<file path="config.mk">
export PLATFORM = sky130hd
export DESIGN_NAME = substring_search_casefold
export DESIGN_NICKNAME = d
export VERILOG_FILES = /design/src/rtl/ssc_pkg.sv /design/src/rtl/ssc_cell.sv /design/src/rtl/substring_search_casefold.sv
export SDC_FILE = /design/constraint.sdc
export NUM_CORES = 1
export LEC_CHECK = 0
export BUFFER_PORTS_ARGS = -buffer_cell sky130_fd_sc_hd__clkbuf_2
export CORE_ASPECT_RATIO = 1.25
export CORE_MARGIN = 2
export CORE_UTILIZATION = 55
export CTS_CLUSTER_SIZE = 16
export DETAILED_ROUTE_END_ITERATION = 6
export PLACE_DENSITY = 0.82
export SETUP_SLACK_MARGIN = 0.05
export SYNTH_ARGS = -nofsm -noshare
export SYNTH_HDL_FRONTEND = slang
export SYNTH_SLANG_ARGS = --single-unit
</file>
<file path="constraint.sdc">
create_clock -name i_clk -period 7.4 [get_ports i_clk]
set_input_delay 0.37 -clock i_clk [delete_from_list [all_inputs] [get_ports i_clk]]
set_output_delay 0.37 -clock i_clk [all_outputs]
set_load 0.02 [all_outputs]
</file>
<file path="src/rtl/ssc_pkg.sv">
// Shared types, constants and helper functions for the case-folding substring search.
// No dependencies; every other file of the block imports this package.
package ssc_pkg;

    localparam int unsigned CfgDataWidth = 64;
    localparam int unsigned CfgIndexWidth = 2;
    localparam int unsigned LenWidth = 5;

    // ASCII bounds of the lowercase letters and the distance to uppercase
    localparam logic [7:0] LowerA = 8'd97;
    localparam logic [7:0] LowerZ = 8'd122;
    localparam logic [7:0] CaseOffset = 8'd32;

    // Register indexes of the configuration port
    typedef enum logic [CfgIndexWidth-1:0] {
        t_cfg_pattern_lo  = 2'd0,
        t_cfg_pattern_hi  = 2'd1,
        t_cfg_pattern_len = 2'd2,
        t_cfg_fold_case   = 2'd3
    } t_cfg_reg;

    // Control handed to every cell in the row
    typedef struct packed {
        logic [7:0]          chr;   // folded text character
        logic                fold;  // case folding on
        logic [LenWidth-1:0] len;   // configured pattern length
        logic                upd;   // advance partial matches this cycle
        logic                clr;   // end of text: drop partial matches
    } t_cell_ctl;

    // Fold A-Z to a-z when folding is on; all other bytes pass unchanged
    function automatic logic [7:0] fold_byte(input logic [7:0] b, input logic f);
        logic is_upper;
        is_upper = (b >= (LowerA - CaseOffset)) && (b <= (LowerZ - CaseOffset));
        return (f && is_upper) ? (b + CaseOffset) : b;
    endfunction

endpackage

</file>
<file path="src/rtl/ssc_cell.sv">
// One cell of the shift-and row: holds one pattern byte position and its partial-match bit.
// Depends on ssc_pkg for the control struct and the case folding function.
module ssc_cell #(
    parameter int unsigned IDX = 0
) (
    input  logic              i_clk,
    input  logic              i_rst_n,
    input  ssc_pkg::t_cell_ctl i_ctl,
    input  logic [7:0]        i_pat_byte,
    input  logic              i_prev_bit,
    input  logic              i_prev_en,
    output logic              o_bit,
    output logic              o_next,
    output logic              o_en
);
    import ssc_pkg::*;

    localparam logic [LenWidth-1:0] Pos = LenWidth'(IDX);

    logic r_bit;
    logic n_bit;
    logic hit;

    // Enable runs down the row: position in use and no zero byte up to here
    assign o_en = i_prev_en && (i_ctl.len > Pos) && (i_pat_byte != 8'd0);

    // Compare the folded pattern byte with the folded text character
    assign hit = (fold_byte(i_pat_byte, i_ctl.fold) == i_ctl.chr);

    // Advance on a character, hold otherwise
    always_comb begin
        n_bit = r_bit;
        if (i_ctl.upd) begin
            n_bit = i_prev_bit && hit && o_en;
        end
    end

    // Drop the bit at the end of a text
    always_ff @(posedge i_clk) begin
        if (!i_rst_n) begin
            r_bit <= 1'b0;
        end else if (i_ctl.clr) begin
            r_bit <= 1'b0;
        end else begin
            r_bit <= n_bit;
        end
    end

    assign o_bit  = r_bit;
    assign o_next = n_bit;

endmodule

</file>
<file path="src/rtl/substring_search_casefold.sv">
// Top level of the streaming substring search with optional ASCII case folding.
// Depends on ssc_pkg and instantiates a row of ssc_cell, one per pattern position.
//
//   channel | direction | handshake                 | payload
//   --------+-----------+---------------------------+----------------------------
//   in      | input     | i_in_valid / o_in_stall   | i_text_byte, i_last
//   out     | output    | o_out_valid / i_out_stall | o_found
//   cfg     | input     | i_cfg_we                  | i_cfg_index, i_cfg_data
//
// One word is taken every cycle unless in stalls; all partial matches update at once.
// The output register holds the result in the cycle after the last word is taken.
// The input stalls only while a result waits in the output register and out is stalled.
// Synchronous active-low reset clears the match state, the output and all registers.
// No clearing pass is needed after reset.
module substring_search_casefold #(
    parameter int unsigned PATTERN_MAX = 16
) (
    input  logic                                 i_clk,
    input  logic                                 i_rst_n,
    input  logic                                 i_in_valid,
    output logic                                 o_in_stall,
    input  logic [7:0]                           i_text_byte,
    input  logic                                 i_last,
    output logic                                 o_out_valid,
    input  logic                                 i_out_stall,
    output logic                                 o_found,
    input  logic                                 i_cfg_we,
    input  logic [ssc_pkg::CfgIndexWidth-1:0]    i_cfg_index,
    input  logic [ssc_pkg::CfgDataWidth-1:0]     i_cfg_data
);
    import ssc_pkg::*;

    localparam logic [LenWidth:0] LenMax = (LenWidth + 1)'(PATTERN_MAX);

    // Configuration registers
    logic [CfgDataWidth-1:0] r_pattern_lo;
    logic [CfgDataWidth-1:0] r_pattern_hi;
    logic [LenWidth-1:0]     r_pattern_len;
    logic                    r_fold_case;

    // Match and output state
    logic r_seen;
    logic n_seen;
    logic r_out_valid;
    logic r_found;

    logic [2*CfgDataWidth-1:0] pattern;
    logic [PATTERN_MAX-1:0]    part_bit;
    logic [PATTERN_MAX-1:0]    part_next;
    logic [PATTERN_MAX-1:0]    en;
    logic [PATTERN_MAX-1:0]    en_after;
    logic [PATTERN_MAX-1:0]    prev_bit;
    logic [PATTERN_MAX-1:0]    prev_en;
    logic                      in_acc;
    logic                      hit_end;
    t_cell_ctl                 ctl;

    // Write configuration; refuse a pattern length above the cell count
    always_ff @(posedge i_clk) begin
        if (!i_rst_n) begin
            r_pattern_lo  <= '0;
            r_pattern_hi  <= '0;
            r_pattern_len <= '0;
            r_fold_case   <= 1'b0;
        end else if (i_cfg_we) begin
            unique case (t_cfg_reg'(i_cfg_index))
                t_cfg_pattern_lo: begin
                    r_pattern_lo <= i_cfg_data;
                end
                t_cfg_pattern_hi: begin
                    r_pattern_hi <= i_cfg_data;
                end
                t_cfg_pattern_len: begin
                    if ({1'b0, i_cfg_data[LenWidth-1:0]} <= LenMax) begin
                        r_pattern_len <= i_cfg_data[LenWidth-1:0];
                    end
                end
                t_cfg_fold_case: begin
                    r_fold_case <= i_cfg_data[0];
                end
                default: begin
                    r_fold_case <= r_fold_case;
                end
            endcase
        end
    end

    assign pattern = {r_pattern_hi, r_pattern_lo};

    // Accept a word unless a waiting result cannot leave
    assign o_in_stall = r_out_valid && i_out_stall;
    assign in_acc     = i_in_valid && !o_in_stall;

    // Broadcast control to the row; advance only on a real character and a non-empty pattern
    always_comb begin
        ctl.chr  = fold_byte(i_text_byte, r_fold_case);
        ctl.fold = r_fold_case;
        ctl.len  = r_pattern_len;
        ctl.upd  = in_acc && (i_text_byte != 8'd0) && en[0];
        ctl.clr  = in_acc && i_last;
    end

    // Row of cells: each takes its neighbour's bit and enable
    genvar g;
    generate
        for (g = 0; g < PATTERN_MAX; g++) begin : g_cell
            if (g == 0) begin : g_head
                assign prev_bit[g] = 1'b1;
                assign prev_en[g]  = 1'b1;
            end else begin : g_link
                assign prev_bit[g] = part_bit[g-1];
                assign prev_en[g]  = en[g-1];
            end

            ssc_cell #(
                .IDX (g)
            ) u_cell (
                .i_clk      (i_clk),
                .i_rst_n    (i_rst_n),
                .i_ctl      (ctl),
                .i_pat_byte (pattern[8*g +: 8]),
                .i_prev_bit (prev_bit[g]),
                .i_prev_en  (prev_en[g]),
                .o_bit      (part_bit[g]),
                .o_next     (part_next[g]),
                .o_en       (en[g])
            );
        end
    endgenerate

    // Whole pattern matched: new bit of the last enabled cell
    assign en_after = en >> 1;
    assign hit_end  = ctl.upd && (|(part_next & en & ~en_after));

    always_comb begin
        n_seen = r_seen || hit_end;
    end

    // Hold the sticky match flag; drop it at the end of a text
    always_ff @(posedge i_clk) begin
        if (!i_rst_n) begin
            r_seen <= 1'b0;
        end else if (ctl.clr) begin
            r_seen <= 1'b0;
        end else begin
            r_seen <= n_seen;
        end
    end

    // Output register: load on the last word, free when taken
    always_ff @(posedge i_clk) begin
        if (!i_rst_n) begin
            r_out_valid <= 1'b0;
            r_found     <= 1'b0;
        end else if (ctl.clr) begin
            r_out_valid <= 1'b1;
            r_found     <= n_seen || !en[0];
        end else if (!i_out_stall) begin
            r_out_valid <= 1'b0;
        end
    end

    assign o_out_valid = r_out_valid;
    assign o_found     = r_found;

`ifndef NO_ASSERTIONS
    a_clear_at_end: assert property (@(posedge i_clk) disable iff (!i_rst_n)
        in_acc && i_last |=> (part_bit == '0) && !r_seen)
        else $error("match state not cleared after end of text");

    a_result_follows: assert property (@(posedge i_clk) disable iff (!i_rst_n)
        in_acc && i_last |=> o_out_valid)
        else $error("no result after end of text");

    a_no_spurious: assert property (@(posedge i_clk) disable iff (!i_rst_n)
        in_acc && !i_last && !(o_out_valid && i_out_stall) |=> !o_out_valid)
        else $error("result without end of text");

    a_empty_found: assert property (@(posedge i_clk) disable iff (!i_rst_n)
        in_acc && i_last && !en[0] |=> o_found)
        else $error("empty pattern not reported found");
`endif

endmodule

</file>
Yosys cells after proc, flatten, opt, wreduce, memory -nomap -nowiden
Cells that the tools add are included.
- $add $sub $neg: 17
- order comparisons: 51
- eq/ne operators: 20
- mux-type cells: 35
- bitwise operators: 4
- reductions and logical operators: 130
- operators by type and width (cell ; number):
    adder 8 x 6 -> 8 bit, second input constant ; 17
    greater-or-equal comparator 8 x 7 -> 1 bit, second input constant ; 17
    <= comparator 8 x 7 -> 1 bit, second input constant ; 17
    2-to-1 mux 8 bit ; 17
    nonzero test 8 bit ; 17
    == test 8 bit ; 16
    logical AND 1 bit ; 102
    > comparator 5 x 4 -> 1 bit, second input constant ; 8
    AND 16 bit ; 2
    > comparator 5 x 3 -> 1 bit, second input constant ; 4
    2-to-1 mux 1 bit ; 18
    NOT 15 -> 16 bit ; 1
    OR reduction 16 bit ; 1
    > comparator 5 x 1 -> 1 bit, second input constant ; 2
    > comparator 5 x 2 -> 1 bit, second input constant ; 2
    AND reduction 2 bit ; 3
    <= comparator 5 bit, second input constant ; 1
    == test 2 bit, second input constant ; 2
    AND reduction 3 bit ; 1
    == test 2 x 1 -> 1 bit, second input constant ; 1
    zero test 1 bit ; 2
    zero test 2 bit ; 1
    logical OR 1 bit ; 2
    inequality test 2 x 1 -> 1 bit, second input constant ; 1
    2 further kinds ; 2
- register bits after elaboration: 153
- input bits: 80
- output and inout port bits: 3
- word-level logic and storage cells: 280

Logic depth before layout (Yosys ltp)
- depth in word-level cells: 40
- gate-level depth with buffers: 13
- gate-level depth less buffers: 10

By module
From an unflattened synthesis, not the netlist that was laid out.
- cell total of the unflattened synthesis: 1224
- area total of the unflattened synthesis: 10028.4 um^2
- modules (own cells, without submodules) (module ; times used ; cells an instance ; area an instance (um^2) ; seq. area each (um^2)):
    substring_search_casefold ; 1 ; 638 ; 5283.8 ; 2742.6
    ssc_cell at g_cell[13].u_cell ; 1 ; 39 ; 322.8 ; 20.0
    ssc_cell at g_cell[2].u_cell ; 1 ; 39 ; 315.3 ; 20.0
    ssc_cell at g_cell[12].u_cell ; 1 ; 38 ; 310.3 ; 20.0
    ssc_cell at g_cell[14].u_cell ; 1 ; 38 ; 309.0 ; 20.0
    ssc_cell at g_cell[4].u_cell ; 1 ; 39 ; 309.0 ; 20.0
    ssc_cell at g_cell[6].u_cell ; 1 ; 38 ; 307.8 ; 20.0
    ssc_cell at g_cell[5].u_cell ; 1 ; 40 ; 302.8 ; 20.0
    ssc_cell at g_cell[9].u_cell ; 1 ; 34 ; 302.8 ; 20.0
    ssc_cell at g_cell[1].u_cell ; 1 ; 36 ; 300.3 ; 20.0
    ssc_cell at g_cell[8].u_cell ; 1 ; 37 ; 297.8 ; 20.0
    ssc_cell at g_cell[10].u_cell ; 1 ; 36 ; 290.3 ; 20.0
    ssc_cell at g_cell[11].u_cell ; 1 ; 36 ; 280.3 ; 20.0
    ssc_cell at g_cell[3].u_cell ; 1 ; 32 ; 277.8 ; 20.0
    3 more rows ; - ; - ; - ; -

Worst setup path after synthesis
OpenSTA, ideal clock, no wires.
- kind: in2reg
- from: input port i_text_byte[1]
- to: register r_found (netlist: o_found)
- library setup time: 136 ps
- data arrival time: 2718 ps
- data required time: 7264 ps
- path slack: 4546 ps
- stages: 11
- path buffers: 3
- cell sequence: buf_4 -> or4_4 -> or2_1 -> o311ai_4 -> buf_6 -> buf_6 -> nor3_1 -> a221oi_2 -> o2111ai_1 -> o31ai_2 -> a31oi_1
- cells in the longest elaborated chain, start to end: 14
- elaborated cells on any way between the ends: 78
- those cells by class: 1 x add/sub; 2 x order compare; 16 x eq/ne; 17 x mux; 2 x bitwise; 40 x reduce/logical
- RTL lines (what ; line ; RTL):
    from (decl) ; substring_search_casefold.sv:22 ; input logic [7:0] i_text_byte,
    greater-or-equal comparator 8 x 7 -> 1 bit / <= comparator 8 x 7 -> 1 bit (equally long branches) ; ssc_pkg.sv:34 ; is_upper = (b >= (LowerA - CaseOffset)) && (b <= (LowerZ - CaseOffset));
    logical AND 1 bit ; ssc_pkg.sv:34 ;
    logical AND 1 bit ; ssc_pkg.sv:35 ; return (f && is_upper) ? (b + CaseOffset) : b;
    2-to-1 mux 8 bit ; ssc_pkg.sv:35 ;
    == test 8 bit ; ssc_cell.sv:28 ; assign hit = (fold_byte(i_pat_byte, i_ctl.fold) == i_ctl.chr);
    logical AND 1 bit (2 in a row) ; ssc_cell.sv:34 ; n_bit = i_prev_bit && hit && o_en;
    2-to-1 mux 1 bit ; ssc_cell.sv:33 ; if (i_ctl.upd) begin
    AND 16 bit (2 in a row) ; substring_search_casefold.sv:133 ; assign hit_end = ctl.upd && (|(part_next & en & ~en_after));
    OR reduction 16 bit ; substring_search_casefold.sv:133 ;
    logical AND 1 bit * ; substring_search_casefold.sv:133 ;
    logical OR 1 bit * ; substring_search_casefold.sv:136 ; n_seen = r_seen || hit_end;
    logical OR 1 bit * ; substring_search_casefold.sv:157 ; r_found <= n_seen || !en[0];
    to (signal assigned) ; substring_search_casefold.sv:157 ;
    to (decl) ; substring_search_casefold.sv:45 ; logic r_found;
Mark *: on every way between the ends. The rest lies on a longest branch, timed or not.
A chain may end at the register's enable or synchronous reset.

Worst setup path in the final report
- from: register r_pattern_lo[0]
- to: register r_found (netlist: o_found)
- cells in the longest elaborated chain, start to end: 40
- elaborated cells on any way between the ends: 80
- those cells by class: 1 x add/sub; 2 x order compare; 1 x eq/ne; 17 x mux; 3 x bitwise; 56 x reduce/logical
- RTL lines (what ; line ; RTL):
    from (decl) ; substring_search_casefold.sv:36 ; logic [CfgDataWidth-1:0] r_pattern_lo;
    from (signal assigned) ; substring_search_casefold.sv:68 ; r_pattern_lo <= i_cfg_data;
    nonzero test 8 bit ; ssc_cell.sv:25 ; assign o_en = i_prev_en && (i_ctl.len > Pos) && (i_pat_byte != 8'd0);
    logical AND 1 bit (31 in a row) ; ssc_cell.sv:25 ;
    logical AND 1 bit ; ssc_cell.sv:34 ;
    2-to-1 mux 1 bit ; ssc_cell.sv:33 ;
    AND 16 bit (2 in a row) ; substring_search_casefold.sv:133 ;
    OR reduction 16 bit ; substring_search_casefold.sv:133 ;
    logical AND 1 bit ; substring_search_casefold.sv:133 ;
    logical OR 1 bit ; substring_search_casefold.sv:136 ;
    logical OR 1 bit * ; substring_search_casefold.sv:157 ;
Marks and branches as above.

==> metrics.md <==
| Metric | Value |
|---|---|
| Primary FF master, synth | `dfxtp_1` |
| WL per Instance | `approximately 17 um` |
| Share of post-route cells with drive strength above 1 | `0.113` |
| Max clock buf depth | `2` |
| Worst hold margin | `0.182 ns` |
| Period utilization | `0.442` |
| Gate power share | `0.125` |
| Total wire length | `25.5 mm` |
| Clock tree sinks | `152` |
| Clk slew on worst S/H paths | `around 0.060 ns` |
| Largest net degree at the start of global routing | `72` |
| Seq cells post-synth | `152` |
| Clock power frac | `0.439` |
| Via-to-Cell Ratio | `roughly 6.0` |
| Worst setup SP type | `flip-flop` |
| Final Wtd Congestion | `0.898` |
| Final net count | `around 1300` |
| Final antenna-violating net count | `0` |
| Fmax achieved | `306 MHz` |
| H-Tree Depth | `4` |
| Total GRT Usage | `0.292` |
| Max_cap viols | `0` |
| Initial antenna violation count | `0` |
| Count of pins over their slew limit | `0` |
| CP arrival | `3.56 ns` |
| Synthesis warning total | `0` |
| Die X | `120 um` |
| Fraction of registers with async set/reset | `0` |
| Slowest Stage Delay on Critical Path | `0.68 ns` |
| RSZ-0062 raised after global routing | `false` |
| DR vias | `8810` |
| Vias in the first global route | `around 8600` |
| First-pass DRT Iterations | `5` |
| Mapped cell area | `0.00928 sq mm` |
| I/O pins | `83` |
| Placed Cells | `about 1400` |
| Slew @ Worst Pin | `approximately 0.76 ns` |
| First-pass GRT wire length | `42.2 mm` |
| Core ar. | `roughly 0.017 sq mm` |
| Setup TNS | `0 ns` |
| Synth unique cells | `64` |
| Total global routing overflow | `0` |
| Clock skew | `around 0.0044 ns` |
| Crit end category | `flip-flop` |
| Initial Util | `0.558` |
| Iteration-0 DRC Markers | `554` |
| TritonCTS buffer count | `17` |
| Max_slew headroom | `0.492` |
| Net Switching | `0.536 mW` |
| Post-CTS Repair Setup Buffers | `0` |
| Crit path required time | `7.69 ns` |
| Slowest stage cell, crit path | `nor4_1` |
| Outcome | `completed` |
| Top Family by Delay on Critical Path | `compound AO/OA/AOI/OAI gates` |
| Critical Path Fanout Max | `36` |
| Hold Fails Final Rpt | `0` |
| Internal power | `1.48 mW` |
| Power per Cell Area | `194 mW/mm^2` |
| # diodes | `0` |
| Non-Filler Instances | `around 1500` |
| HP Class | `in -> reg` |
| Post-synth net total | `1294` |
| Row cnt | `53` |
| Setup Crit Path Kind | `reg -> reg` |
| Die span in y | `between 100 and 150 um` |
| CTS tree | `yes` |
| Die Area | `between 0.015 and 0.02 sq mm` |
| Cells after Synth | `1197` |
| Crit-path cells | `nor4_1, a22oi_1, o311ai_4, buf_4, nor3_1, nand4_1, a2111oi_0, a211oi_1, o221ai_1, o31ai_2, a31oi_1` |
| Sw Share | `0.266` |
| Peak supply drop | `0.000139 V` |
| Skew-Pair Late Insertion Delay | `0.43 ns` |
| DRC viols | `0` |
| PortBufs | `82` |
| Seq/Total Area, Yosys | `0.328` |
| Final Critical Period | `between 3 and 4 ns` |
| Final core utilization | `0.624` |
| Cts repair resizes | `0` |
| Reg power frac | `0.436` |
| P&R area growth vs syn | `11.8%` |
| CTS Hold Bufs | `0` |
| Dpl hpwl | `around 17 mm` |
| Worst path bufs/invs | `1` |
| Post-synth EDFFs | `0` |
| Root Driver | `clkbuf_16` |
| Leakage power | `between 3 and 4 nW` |
| Final setup violation count | `0` |
| Mapped Avg Cell Area | `between 7 and 8 sq um` |
## final timing paths
check | startpoint | cells past startpoint | endpoint | slack (ns)
hold reg to reg | g_cell[2].u_cell.o_bit | 2 | g_cell[2].u_cell.o_bit | 0.49
setup / recovery | r_pattern_lo[0] | 11 | o_found | 4.13
setup reg to reg | r_pattern_lo[0] | 11 | o_found | 4.13
hold / removal | i_cfg_data[19] | 3 | r_pattern_lo[19] | 0.18
## kinds of logic (layout without fill, tap and decap cells)
kind of cell	Yosys count	in the layout	synth area share
mux	8	8	0.00863
xor+xnor	125	125	0.118
buf+inv	104	160	0.0473
compound gates	281	281	0.224
simple gates	510	510	0.251
fa+ha+maj	17	17	0.0229
flops	152	152	0.328
## placed cells by master, fill, tap and decap left out, types with 4 or more instances in the layout
master        n
or3_1         8
a21oi_1      35
nor4_1       30
nand4_1      24
o21ai_0      17
clkbuf_16    17
or4_1        19
a21o_1        6
clkbuf_8      4
dfxtp_1     152
o41ai_1      13
a31oi_1      12
a21boi_0    129
ha_1         17
nand2b_1      5
o221ai_1      8
nand4b_1      5
o21bai_1      8
xor2_1       64
nor2b_1      12
nand2_1     306
nor3_1       23
nor2_1       41
a22oi_1       7
clkinvlp_4    4
o31ai_1       8
xnor2_1      61
nand3b_1      4
mux2i_1       8
inv_1        33
buf_4        13
o22ai_1       5
nand3_1      16
clkbuf_2     81
## Yosys cell counts (12+ instances only)
| cell type | n | area share |
|---|---|---|
| nand3_1 | 16 | 0.0086 |
| nor4_1 | 30 | 0.020 |
| dfxtp_1 | 152 | 0.33 |
| nor2_1 | 42 | 0.017 |
| xnor2_1 | 61 | 0.058 |
| a21oi_1 | 35 | 0.019 |
| clkbuf_1 | 50 | 0.020 |
| a31oi_1 | 12 | 0.0081 |
| ha_1 | 17 | 0.023 |
| xor2_1 | 64 | 0.060 |
| or4_1 | 19 | 0.015 |
| nor3_1 | 23 | 0.012 |
| nand2_1 | 306 | 0.12 |
| o21ai_0 | 17 | 0.0092 |
| nor2b_1 | 12 | 0.0081 |
| a21boi_0 | 129 | 0.10 |
| nand4_1 | 24 | 0.016 |
| o41ai_1 | 14 | 0.013 |
| inv_1 | 33 | 0.013 |
## per-stage QoR
stage	instance area [sq um]	setup WS [ns]	power, mW
2_1_floorplan	9280	4.55	1.06
3_3_place_gp	9780	3.81	1.13
3_5_place_dp	9780	3.76	1.14
4_1_cts	10400	4.17	2.02
5_1_grt	10400	3.91	2.09
6_report	10400	4.13	2.01
## power groups by stage
stage	sequential [mW]	clock, mW	combinational [mW]
3_5_place_dp	0.894	0	0.245
2_1_floorplan	0.884	0	0.174
5_1_grt	0.881	0.931	0.275
6_report	0.877	0.884	0.251
4_1_cts	0.876	0.892	0.248
3_3_place_gp	0.893	0	0.239
## area by class of cell
cell class,instances,area (sq um)
clock buffers,22,484
clock inverters,10,118
fillers,1469,6260
inverters,33,124
multi-input cells,941,5830
flip-flops and latches,152,3040
well taps,220,275
repair buffers,95,508
## worst register-to-register path, stage by stage (launching register included)
cell,delay [ns]
dfxtp_1,0.34
nor4_1,0.68
a22oi_1,0.38
o311ai_4,0.13
buf_4,0.39
nor3_1,0.10
nand4_1,0.13
a2111oi_0,0.14
a211oi_1,0.24
o221ai_1,0.18
o31ai_2,0.30
a31oi_1,0.11
## sequential cells by signal, indices dropped and copies added (netlist names)
name,flops
r_pattern_lo,64
g_cell.u_cell.o_bit,15
r_seen,1
o_found,1
o_out_valid,1
r_pattern_hi,64
r_pattern_len,5
r_fold_case,1
## layer usage
layer  track usage  share of wire
met1         0.358           0.42
met2         0.505           0.49
met3        0.0516          0.056
met4         0.121          0.028
met5             0              0
No activity file was read; power rests on OpenSTA's default activity.
